==> config.mk <==
export PLATFORM = sky130hd
export DESIGN_NAME = bgr_front
export DESIGN_NICKNAME = d
export VERILOG_FILES = /design/src/rtl/core/bgr_pkg.sv /design/src/rtl/core/bgr_front.sv
export SDC_FILE = /design/constraint.sdc
export NUM_CORES = 1
export LEC_CHECK = 0
export ABC_AREA = 1
export CORE_MARGIN = 2
export CORE_UTILIZATION = 30
export CTS_CLUSTER_SIZE = 8
export DETAILED_ROUTE_END_ITERATION = 6
export DONT_BUFFER_PORTS = 1
export PLACE_DENSITY = 0.5
export SLEW_MARGIN = 20
export SYNTH_ARGS = -nofsm -noshare
export SYNTH_HDL_FRONTEND = slang
export SYNTH_SLANG_ARGS = --single-unit
export TNS_END_PERCENT = 50
==> constraint.sdc <==
create_clock -name clk -period 16.1 [get_ports clk]
set_clock_uncertainty 0.2 [all_clocks]
set_input_delay 3.22 -clock clk [delete_from_list [all_inputs] [get_ports clk]]
set_output_delay 3.22 -clock clk [all_outputs]
set_load 0.01 [all_outputs]
==> src/rtl/core/bgr_pkg.sv <==
`default_nettype none
// ----------------------------------------------------------------------------
// bgr_pkg
// Shared types, codes and fp helpers for the bf16 row-tile GEMM block.
// ----------------------------------------------------------------------------
package bgr_pkg;

  localparam int LANES = 4;

  localparam logic [31:0] QNAN32 = 32'h7FC0_0000;
  localparam logic [15:0] QNAN16 = 16'h7FC0;
  localparam logic [31:0] CLAMP_LOW_RST  = 32'hFF80_0000;
  localparam logic [31:0] CLAMP_HIGH_RST = 32'h7F80_0000;
  localparam int GUARD = 38;

  // register indexes on the config port
  localparam logic REG_CLAMP_LOW  = 1'b0;
  localparam logic REG_CLAMP_HIGH = 1'b1;

  typedef struct packed {
    logic [15:0]                  activation;
    logic [LANES-1:0][15:0]       weight;
    logic [LANES-1:0][31:0]       bias;
    logic                         first_step;
    logic                         last_step;
  } bgr_item_t;

  typedef logic [LANES-1:0][15:0] bgr_result_t;

  typedef struct packed {
    logic dec;
    logic aln;
    logic add;
    logic rnd;
  } bgr_lane_ctl_t;

  typedef enum logic [2:0] {
    ST_IDLE,
    ST_DEC,
    ST_ALN,
    ST_ADD,
    ST_RND,
    ST_EMIT
  } bgr_state_t;

  // index of the highest set bit, 0 for a zero word
  function automatic logic [5:0] msb64(input logic [63:0] m);
    logic [5:0] p;
    p = '0;
    for (int i = 0; i < 64; i++) begin
      if (m[i]) p = 6'(i);
    end
    return p;
  endfunction

  // round s * m * 2^e to fp32, nearest-even, subnormals kept
  function automatic logic [31:0] round_pack(input logic s, input logic [63:0] m,
                                             input logic signed [11:0] e);
    logic [5:0]         p;
    logic signed [11:0] sh;
    logic signed [11:0] lim;
    logic signed [11:0] q;
    logic signed [11:0] ex;
    logic [63:0]        mask;
    logic [63:0]        rem;
    logic [63:0]        half;
    logic [24:0]        sig;
    logic [31:0]        res;
    p    = msb64(m);
    sh   = $signed({6'b0, p}) - 12'sd23;
    lim  = -12'sd149 - e;
    if (lim > sh) sh = lim;
    res  = '0;
    sig  = '0;
    mask = '0;
    rem  = '0;
    half = '0;
    q    = '0;
    ex   = '0;
    if (sh >= 12'sd64) begin
      res = {s, 31'b0};
    end else begin
      if (sh <= 12'sd0) begin
        sig = 25'(m << 6'(-sh));
      end else begin
        mask = (64'd1 << 6'(sh)) - 64'd1;
        rem  = m & mask;
        half = 64'd1 << 6'(sh - 12'sd1);
        sig  = 25'(m >> 6'(sh));
        if (rem > half || (rem == half && sig[0])) sig = sig + 25'd1;
      end
      q = e + sh;
      if (sig[24]) begin
        sig = sig >> 1;
        q   = q + 12'sd1;
      end
      if (sig[23]) begin
        ex = q + 12'sd150;
        if (ex >= 12'sd255) res = {s, 8'hFF, 23'b0};
        else                res = {s, ex[7:0], sig[22:0]};
      end else begin
        res = {s, 8'b0, sig[22:0]};
      end
    end
    return res;
  endfunction

  function automatic logic is_nan32(input logic [31:0] x);
    return (x[30:23] == 8'hFF) && (x[22:0] != '0);
  endfunction

  function automatic logic [31:0] order_key(input logic [31:0] x);
    return x[31] ? ~x : (x | 32'h8000_0000);
  endfunction

  // maximumNumber / minimumNumber, NaN side ignored
  function automatic logic [31:0] pick(input logic [31:0] x, input logic [31:0] y,
                                       input logic want_max);
    logic xn;
    logic yn;
    logic [31:0] res;
    xn = is_nan32(x);
    yn = is_nan32(y);
    if (xn && yn)    res = QNAN32;
    else if (xn)     res = y;
    else if (yn)     res = x;
    else if (want_max) res = (order_key(x) >= order_key(y)) ? x : y;
    else             res = (order_key(x) <= order_key(y)) ? x : y;
    return res;
  endfunction

  function automatic logic [15:0] narrow_bf16(input logic [31:0] x);
    logic [15:0] hi;
    logic [15:0] rem;
    hi  = x[31:16];
    rem = x[15:0];
    if (is_nan32(x)) begin
      hi = QNAN16;
    end else if (rem > 16'h8000 || (rem == 16'h8000 && hi[0])) begin
      hi = hi + 16'd1;
    end
    return hi;
  endfunction

endpackage
`default_nettype wire

==> src/rtl/core/bgr_front.sv <==
`default_nettype none
// ----------------------------------------------------------------------------
// bgr_front
// Input side: takes transactions into a two-entry queue toward the datapath.
// ----------------------------------------------------------------------------
module bgr_front
  import bgr_pkg::*;
(
  input  logic      clk,
  input  logic      rst_n,
  input  logic      push,
  output logic      full,
  input  bgr_item_t item_in,
  output logic      q_valid,
  output bgr_item_t q_item,
  input  logic      q_pop
);

  bgr_item_t  mem_r [2];
  logic       wr_ptr_r, wr_ptr_nxt;
  logic       rd_ptr_r, rd_ptr_nxt;
  logic [1:0] cnt_r, cnt_nxt;
  logic       do_push, do_pop;

  assign full    = (cnt_r == 2'd2);
  assign q_valid = (cnt_r != 2'd0);
  assign q_item  = mem_r[rd_ptr_r];
  assign do_push = push && !full;
  assign do_pop  = q_pop && q_valid;

  always_comb begin
    wr_ptr_nxt = wr_ptr_r ^ do_push;
    rd_ptr_nxt = rd_ptr_r ^ do_pop;
    cnt_nxt    = cnt_r + 2'(do_push) - 2'(do_pop);
  end

  always_ff @(posedge clk) begin
    if (!rst_n) begin
      wr_ptr_r <= 1'b0;
      rd_ptr_r <= 1'b0;
      cnt_r    <= 2'd0;
    end else begin
      wr_ptr_r <= wr_ptr_nxt;
      rd_ptr_r <= rd_ptr_nxt;
      cnt_r    <= cnt_nxt;
    end
  end

  always_ff @(posedge clk) begin
    if (do_push) mem_r[wr_ptr_r] <= item_in;
  end

endmodule
`default_nettype wire

==> qor.yml, run 1 <==
status: "finished clean"
worst_pin_slew_ns: 1.10
synth_cells: 690
die_y_um: 231
cts_setup_buffers: 0
postRouteAntennaNets: 0
dp_cells: 1356
whs_ns: 0.310
syn2layout_area_growth_pct: 14.9
path_buf_inv: 1
setup.worst_path.class: "flop to output port"
fin_nets: 955
rsz0062_at_grt: "no"
p_leak_nw: 5.68
top_layer: "met5"
path_clk_slew_ns: 0.05
reg2reg_depth: 5
final_cells: 1430
htree_levels: 2
hold_class: "flop to flop"
ys_types: 12
design_area_mm2: 0.0178
synth_area_mm2: 0.0155
ios: 426
grt_max_degree: 75
cpMaxStageDelayCell: "dfxtp_4"
grt-ovfl-total: 0
antenna_found_initial: 1
drive_gt1_share_pct: 38.1
yosys_warnings: 0
die_w_um: 231
maxSlewHeadroom_pct: 26.5
wl_met3_um: 4070
power_density_mw_per_mm2: 177
coreArea_mm2: 0.0512
wl_um: 32000
r2r_setup_slack_ns: 12.72
insertion_delay_ns: 0.58
post-route-util_pct: 34.8
hpwl_um: 20600
drt_iter0_markers: 332
cts_sinks: 425
io_buffer_count: 0
cts-buffers-inserted: 59
met1Wirelength_um: 11000
placed_cell_area_mm2: 0.0162
dieArea_mm2: 0.0535
worst-endpoint-arrival_ns: 3.03
cap_violations: 0
post_cts_resized: 0
cts_root_buf: "clkbuf_16"
cp_top_family: "flip-flops"
vias: 6400
fmax_ghz: 0.155
end_kind: "output port"
worst_slack_ns: 9.65
grt_pass1_wl_um: 45000
core.rowCount: 83
crit_path_max_fanout: 74
routed-wl-met2_um: 16000
place_ws_ns: 9.89
ys_seq_area_share_pct: 82.1
cts_buffer_depth: 3
gp_congestion: 0.711
maxSlewViolCount: 0
track_usage_pct: 11.5
drtPass1Iterations: 4
first_global_vias: 6634
fillers: 4781
path_cells: "buf_4, mux2_2"
cp.depth: 2
finalCriticalPeriod_ns: 6.45
diodes: 0
hold_depth: 2
worstPathRequired_ns: 12.68
holdBufCountCts: 0
power_mw: 3.15
drc: 0
cp-start-kind: "flop"
setup_tns_ns: 0
initial_utilization_pct: 30.3
syn_area_per_cell_um2: 22.4
hold_viol_final: 0
synth_fp_nets: 908
wl_per_cell_um: 22.4
slowest_delay_ns: 0.89
cts_tree: "built"
synth-seq-cells: 425
finalCritPeriodShare_pct: 40.1
finalSetupViolCount: 0
vias_per_cell: 4.48
ir_drop_mv: 0.0941
final timing paths:
path | to | from
worst max-delay path | q_item[196] | flop
worst min-delay path | rd_ptr_r$_SDFF_PN0_ | rd_ptr_r$_SDFF_PN0_
worst max register to register | mem_r[1][57]$_DFFE_PP_ | cnt_r[0]$_SDFF_PN0_
worst min register to register | rd_ptr_r$_SDFF_PN0_ | rd_ptr_r$_SDFF_PN0_
cell usage after synthesis:
library cell | count | area [um^2]
nand3_1 | 2 | 10.0
edfxtp_1 | 420 | 12600
ha_1 | 4 | 50.1
a21oi_1 | 1 | 5.00
o21ai_0 | 1 | 5.00
buf_2 | 1 | 5.00
mux2_2 | 210 | 2360
inv_1 | 10 | 37.5
nand2_1 | 6 | 22.5
nor2_1 | 8 | 30.0
buf_6 | 22 | 248
dfxtp_1 | 5 | 100
kinds of logic (layout without fill, tap and decap cells):
kind of cell / count (synthesis) / after routing / synth area share [%]
multiplexers: 210 / 210 / 15.3
flip-flops: 425 / 425 / 82.1
AND/OR/NAND/NOR: 16 / 16 / 0.404
AO/OA/AOI/OAI: 2 / 2 / 0.0646
buffers and inverters: 33 / 93 / 1.87
adder cells (fa/ha/maj): 4 / 4 / 0.323
registers in the layout (all words and copies together), names as in the netlist, named ones only:
signal,cells
rd_ptr_r,1
cnt_r,2
mem_r,420
wr_ptr_r,1
layout by cell type (no fill, tap or decap), types with 4 or more instances in the layout:
cell	netlist	final
nand2_1	6	6
clkbuf_16	0	61
dfxtp_1	5	4
mux2_2	210	210
inv_1	10	10
edfxtp_1	420	420
buf_4	0	8
nor2_1	8	8
clkbuf_1	0	10
tightest hold or removal path, cell delays in order, from the launching register on:
cell     delay [ns]
dfxtp_1        0.33
nor2_1         0.06
nor2_1         0.09
report_power, final:
group | switching, mW | internal, mW | total [mW]
Combinational | 0.368 | 0.199 | 0.568
Sequential | 0.0521 | 1.44 | 1.49
Clock | 0.414 | 0.673 | 1.09
metal layers:
metal	track usage, %	vias up
met5	0	-
met4	4.82	2
met3	6.73	65
met2	19.1	265
met1	11.7	3267
li1	-	2801
layout make-up:
| type | count | area [um^2] | share of cell area [%] |
|---|---|---|---|
| flip-flops and latches | 425 | 12700 | 71.4 |
| multi-input cells | 232 | 2510 | 14.1 |
| clock buffers | 73 | 1590 | 8.94 |
| well taps | 680 | 851 | 4.78 |
| repair buffers | 9 | 87.6 | 0.492 |
| inverters | 10 | 37.5 | 0.211 |
| clock inverters | 1 | 5.00 | 0.0281 |
Power figures use the tool's default switching activity.
==> run 2, diff against run 1 <==
--- a/config.mk
+++ b/config.mk
@@ -5,13 +5,13 @@
 export SDC_FILE = /design/constraint.sdc
 export NUM_CORES = 1
 export LEC_CHECK = 0
-export ABC_AREA = 1
+export ABC_AREA = 0
 export CORE_MARGIN = 2
 export CORE_UTILIZATION = 30
 export CTS_CLUSTER_SIZE = 8
 export DETAILED_ROUTE_END_ITERATION = 6
 export DONT_BUFFER_PORTS = 1
-export PLACE_DENSITY = 0.5
+export PLACE_DENSITY = 0.51
 export SLEW_MARGIN = 20
 export SYNTH_ARGS = -nofsm -noshare
 export SYNTH_HDL_FRONTEND = slang
==> constraint.sdc (replaced) <==
create_clock -name clk -period 5.4 [get_ports clk]
set_clock_uncertainty 0.2 [all_clocks]
set_input_delay 1.08 -clock clk [delete_from_list [all_inputs] [get_ports clk]]
set_output_delay 1.08 -clock clk [all_outputs]
set_load 0.01 [all_outputs]
==> run 2 against run 1 <==
  * Synthesized area is essentially flat
  * Via count shrank 1.7%
  * Routed wire length shrank 3.5%
  * Setup slack lost 7.5 ns
  * Global-route usage shrank 0.39 points
  * Sequential cell count is the same
  * Hold slack lost 0.036 ns
  * Die area is essentially flat
  * Critical endpoint is now q_item[96]
  * Largest cell class unchanged
  * Largest power group unchanged
==> qor.yml, run 2 <==
final_common_cell: "edfxtp_1"  # unchanged
diodes: 0  # unchanged
top_register: "mem_r"  # unchanged
coreArea_mm2: 0.0512  # unchanged
cts_buffer_depth: 3  # unchanged
maxSlewHeadroom_pct: 38.9  # was 26.5%
antenna_found_initial: 0  # was 1
grt_pass1_wl_um: 44100  # was 45,000 um
hold_class: "flop to flop"  # unchanged
status: "finished clean"  # unchanged
track_usage_pct: 11.1  # was 11.5%
synth-seq-cells: 425  # unchanged
final_cell_mix: "edfxtp_1 (420), mux2_2 (210), clkbuf_16 (60)"  # was edfxtp_1 (420), mux2_2 (210), clkbuf_16 (61)
core.rowCount: 83  # unchanged
hpwl_um: 20000  # was 20,600 um
cap_violations: 0  # unchanged
whs_ns: 0.274  # was 0.310 ns
wl_per_cell_um: 21.6  # was 22.4 um
top_regs: "mem_r (420), cnt_r (2)"  # unchanged
ir_drop_mv: 0.424  # was 0.0941 mV
grt_max_degree: 107  # was 75
path_clk_slew_ns: 0.05  # about the same
cp-start-kind: "flop"  # unchanged
hold_viol_final: 0  # unchanged
vias: 6292  # was 6,400
maxSlewViolCount: 0  # unchanged
post-route-util_pct: 35.0  # was 34.8%
wl_um: 30900  # was 32,000 um
grt-ovfl-total: 0  # unchanged
drtPass1Iterations: 4  # unchanged
final_cells: 1425  # was 1,430
slowest_delay_ns: 0.47  # was 0.89 ns
drt_iter0_markers: 265  # was 332
cts_sinks: 425  # unchanged
dieArea_mm2: 0.0535  # about the same
initial_utilization_pct: 30.3  # about the same
fmax_ghz: 0.303
fin_nets: 948  # was 955
syn2layout_area_growth_pct: 15.6  # was 14.9%
synth_top_flop_cell: "edfxtp_1"  # unchanged
cts_setup_buffers: 0  # unchanged
setup.worst_path.class: "flop to output port"  # unchanged
dp_cells: 1349  # was 1,356
ys_types: 15  # was 12
htree_levels: 2  # unchanged
insertion_delay_ns: 0.58  # about the same
post_cts_resized: 0  # unchanged
vias_per_cell: 4.42  # was 4.48
netlist_top_cells_count: "edfxtp_1 (420), mux2_2 (210), buf_6 (22)"  # unchanged
rsz0062_at_grt: "no"  # unchanged
synth_area_leaders: "edfxtp_1 (81%), mux2_2 (15%), buf_6 (1.6%)"  # unchanged
die_w_um: 231  # about the same
path_cells: "buf_12, mux2_2"  # was buf_4, mux2_2
end_kind: "output port"  # unchanged
ys_seq_area_share_pct: 82.1  # about the same
first_global_vias: 6749  # was 6,634
synth_most_common_cell: "edfxtp_1"  # unchanged
cpMaxStageDelayCell: "mux2_2"  # was dfxtp_4
cts_root_buf: "clkbuf_16"  # unchanged
synth_cells: 678  # was 690
cts-buffers-inserted: 59  # unchanged
finalCriticalPeriod_ns: 3.30
holdBufCountCts: 0  # unchanged
synth_fp_nets: 896  # was 908
worst-endpoint-arrival_ns: 2.02  # was 3.03 ns
largest_register_ffs: 420  # unchanged
die_y_um: 231  # about the same
p_leak_nw: 5.70  # was 5.68 nW
drc: 0  # unchanged
power_density_mw_per_mm2: 510  # was 177 mW/mm^2
postRouteAntennaNets: 0  # unchanged
finalSetupViolCount: 0  # unchanged
synth_area_mm2: 0.0155  # about the same
synth_top_area_share_pct: 81.4  # about the same
yosysTopAreaCell: "edfxtp_1"  # unchanged
syn_area_per_cell_um2: 22.9  # was 22.4 um^2
finalCritPeriodShare_pct: 61.1
synthArstFlopShare_pct: 0  # unchanged
ios: 426  # unchanged
worst_pin_slew_ns: 0.916  # was 1.10 ns
io_buffer_count: 0  # unchanged
synth_edf_count: 420  # unchanged
worstPathRequired_ns: 4.12  # was 12.68 ns
crit_path_max_fanout: 104  # was 74
cts_tree: "built"  # unchanged
yosys_warnings: 0  # unchanged
drive_gt1_share_pct: 39.1  # was 38.1%
gp_congestion: 0.733  # was 0.711
==> run 2: cell types whose count changed in the layout (fill, tap and decap cells not counted), moves of 4 or more <==
cell / before / now
buf_12: 0 / 6
inv_1: 10 / 3
nor2_1: 8 / 0
nand2_1: 6 / 2
==> run 2: report_power, final <==
part	internal, mW	total (mW)	switching, mW
Combinational	0.589	1.60	1.01
Sequential	4.19	4.28	0.0897
Clock	2.01	3.25	1.24
==> run 2: final timing paths <==
path,from,end,slack [ns],depth (start not counted)
worst max-delay path,flop,q_item[96],2.10,2
worst min-delay path,rd_ptr_r$_SDFF_PN0_,flop,0.27,2
worst max register to register,cnt_r[0]$_SDFF_PN0_,mem_r[1][48]$_DFFE_PP_,2.82,4
worst min register to register,rd_ptr_r$_SDFF_PN0_,flop,0.27,2
==> run 2: final cells by class <==
| type | count | area [um^2] |
|---|---|---|
| fill | 4712 | 33300 |
| multi-input combinational | 227 | 2540 |
| clock inverter | 4 | 58.8 |
| inverter | 3 | 11.3 |
| timing repair buffer | 14 | 180 |
| tap | 680 | 851 |
| sequential | 425 | 12700 |
| clock buffer | 72 | 1550 |
==> run 2: routing by layer <==
metal | track usage [%] | vias to the layer above | part of all wire [%]
li1 | - | 2794 | -
met1 | 10.9 | 3179 | 34
met2 | 19.1 | 262 | 51
met3 | 6.41 | 57 | 13
met4 | 4.44 | 0 | 2.6
met5 | 0 | - | 0
==> run 2: kinds of logic after synthesis <==
family | Yosys count | synth area share (%)
adders and majority gates | 4 | 0.323
muxes | 212 | 15.4
xor gates and xnor gates | 1 | 0.145
and+or+nand+nor | 9 | 0.331
AOI/OAI and AO/OA | 1 | 0.0485
DFF | 425 | 82.1
buffers and inverters | 26 | 1.70
==> run 2: metrics by stage <==
stage          setup TNS (ns)  area (um^2)  worst slack [ns]  power, mW
2_1_floorplan         -614.41        15500             -1.46       5.73
3_3_place_gp                0        16300              2.31       5.98
3_5_place_dp                0        16300              2.27       5.99
4_1_cts                     0        17900              2.07       9.30
5_1_grt                     0        17900              2.00       9.52
6_report                    0        17900              2.10       9.13
==> run 2: worst max-delay path, delay by kind of cell (launching register included) <==
kind / cells / cell delay, ns
flip-flops: 1 / 0.37
multiplexers: 1 / 0.47
buffers and inverters: 1 / 0.35
==> run 3, diff against run 2 <==
--- a/config.mk
+++ b/config.mk
@@ -11,7 +11,7 @@
 export CTS_CLUSTER_SIZE = 8
 export DETAILED_ROUTE_END_ITERATION = 6
 export DONT_BUFFER_PORTS = 1
-export PLACE_DENSITY = 0.51
+export PLACE_DENSITY = 0.5
 export SLEW_MARGIN = 20
 export SYNTH_ARGS = -nofsm -noshare
 export SYNTH_HDL_FRONTEND = slang
==> constraint.sdc (replaced) <==
create_clock -name clk -period 3.28 [get_ports clk]
set_clock_uncertainty 0.2 [all_clocks]
set_input_delay 0.656 -clock clk [delete_from_list [all_inputs] [get_ports clk]]
set_output_delay 0.656 -clock clk [all_outputs]
set_load 0.01 [all_outputs]
==> run 3 against run 2 <==
  * Utilization rose by 4.5 points
  * Largest cell class unchanged
  * Sequential power rose by 65%
  * Cell count rose by 16%
  * Clock power rose by 63%
  * Largest power group unchanged
  * Design area rose by 13%
  * Sequential share of layout area fell by 8.2 points
  * Clock-buffer cell count rose by 2
==> qor.yml, run 3 (same netlist as run 2, synthesis figures left out) <==
status: "finished clean"  # unchanged
gp_congestion: 0.787  # was 0.733
hpwl_um: 21400  # was 20,000 um
cts_sinks: 425  # unchanged
end_kind: "output port"  # unchanged
wl_um: 32700  # was 30,900 um
htree_levels: 2  # unchanged
top_regs: "mem_r (420), cnt_r (2)"  # unchanged
fin_nets: 1172  # was 948
syn2layout_area_growth_pct: 30.6  # was 15.6%
cts_tree: "built"  # unchanged
io_buffer_count: 0  # unchanged
drc: 0  # unchanged
p_leak_nw: 6.68  # was 5.70 nW
core.rowCount: 83  # unchanged
drive_gt1_share_pct: 31.4  # was 39.1%
ios: 426  # unchanged
postRouteAntennaNets: 0  # unchanged
cts_root_buf: "clkbuf_16"  # unchanged
setup.worst_path.class: "flop to output port"  # unchanged
power.switching_mw: 3.95  # was 2.34 mW
fmax_ghz: 0.351
finalCritPeriodShare_pct: 86.9
worst-endpoint-arrival_ns: 2.00  # was 2.02 ns
die_w_um: 231  # unchanged
worstPathRequired_ns: 2.42  # was 4.12 ns
clkPwrFrac_pct: 34.5  # was 35.6%
top_register: "mem_r"  # unchanged
final_common_cell: "edfxtp_1"  # unchanged
worst_pin_slew_ns: 0.550  # was 0.916 ns
fillers: 4593  # was 4,712
maxSlewHeadroom_pct: 63.3  # was 38.9%
worstHoldStart: "rst_n"  # was rd_ptr_r$_SDFF_PN0_
power_density_mw_per_mm2: 761  # was 510 mW/mm^2
maxSlewViolCount: 0  # unchanged
vias_per_cell: 4.39  # was 4.42
vias: 7236  # was 6,292
timing.rr.start: "cnt_r[0]$_SDFF_PN0_"  # unchanged
largest_register_ffs: 420  # unchanged
cts-buffers-inserted: 59  # unchanged
setup_tns_ns: 0  # unchanged
first_global_vias: 7900  # was 6,749
cp-start-kind: "flop"  # unchanged
antenna_found_initial: 2  # was 0
wl_per_cell_um: 19.8  # was 21.6 um
rsz0062_at_grt: "no"  # unchanged
path_clk_slew_ns: 0.05  # about the same
final_cell_mix: "edfxtp_1 (420), dlygate4sd3_1 (211), mux2_2 (210)"  # was edfxtp_1 (420), mux2_2 (210), clkbuf_16 (60)
finalCriticalPeriod_ns: 2.85
hold_viol_final: 0  # unchanged
coreArea_mm2: 0.0512  # unchanged
grt_max_degree: 89  # was 107
pwr-share-comb_pct: 19.5  # was 17.5%
die_y_um: 231  # unchanged
cts_buffer_depth: 3  # unchanged
dieArea_mm2: 0.0535  # unchanged
ir_drop_mv: 0.490  # was 0.424 mV
p_sw_share_pct: 25.6  # about the same
initial_utilization_pct: 30.3  # unchanged
hold_class: "input port to flop"  # was flop to flop
cap_violations: 0  # unchanged
grt_pass1_wl_um: 48000  # was 44,100 um
power.share.sequential_pct: 46.0  # was 46.9%
cts_setup_buffers: 0  # unchanged
drtPass1Iterations: 4  # unchanged
p_int_mw: 11.4  # was 6.79 mW
drt_iter0_markers: 373  # was 265
track_usage_pct: 11.8  # was 11.1%
insertion_delay_ns: 0.56  # was 0.58 ns
finalSetupViolCount: 0  # unchanged
whs_ns: 0.0521  # was 0.274 ns
grt-ovfl-total: 0  # unchanged
crit_path_max_fanout: 45  # was 104
==> run 3: final cells by class <==
| type | instances | area (um^2) | area share, % |
|---|---|---|---|
| well taps | 680 | 851 | 4.21 |
| clock buffers | 74 | 1590 | 7.84 |
| diodes | 1 | 2.50 | 0.0124 |
| repair buffers | 238 | 2510 | 12.4 |
| flip-flops and latches | 425 | 12700 | 62.9 |
| clock inverters | 1 | 5.00 | 0.0247 |
| inverters | 3 | 11.3 | 0.0557 |
| multi-input cells | 227 | 2540 | 12.6 |
==> run 3: path summary, 6_finish.rpt <==
| path | to | slack (ns) | cells after the start |
|---|---|---|---|
| worst max-delay path | q_item[90] | 0.43 | 3 |
| worst min-delay path | flop | 0.05 | 2 |
| worst max register to register | mem_r[0][18]$_DFFE_PP_ | 1.08 | 4 |
| worst min register to register | flop | 0.27 | 2 |
==> run 3: metrics by stage <==
stage	total power, mW	std cells	instance area [um^2]	setup slack (ns)	utilization (%)
2_1_floorplan	9.32	678	15500	-0.860	-
3_3_place_gp	9.97	1362	16500	0.981	32.3
3_5_place_dp	10.0	1362	16500	0.988	32.3
4_1_cts	15.6	1648	20200	0.382	39.5
5_1_grt	16.0	1649	20200	0.338	39.5
6_report	15.4	1649	20200	0.428	39.5
==> run 3: repair_timing <==
| action | CTS | global route |
|---|---|---|
| resized for setup | 0 | 0 |
| endpoints found under the hold margin | 423 | 0 |
| hold buffers | 211 | 0 |
==> run 3: worst max-delay path: stages (launching register included) <==
cell and delay [ns]:
dfxtp_4 0.47, buf_12 0.22, buf_12 0.26, mux2_2 0.41
==> run 3: metal layers <==
layer	GRT usage [%]	part of all wire, %	vias up
li1	-	-	3239
met3	4.84	8.3	55
met5	0	0.034	-
met1	13.0	38	3685
met4	3.89	2.1	2
met2	20.6	52	255
==> run 3: power groups by stage <==
| stage | clock network, mW | registers [mW] | logic [mW] |
|---|---|---|---|
| after global routing | 5.68 | 7.14 | 3.20 |
| after detailed placement | 0 | 7.18 | 2.82 |
| final | 5.30 | 7.08 | 3.01 |
| after floorplan | 0 | 7.19 | 2.13 |
| after global placement | 0 | 7.17 | 2.80 |
| after CTS | 5.47 | 7.08 | 3.08 |
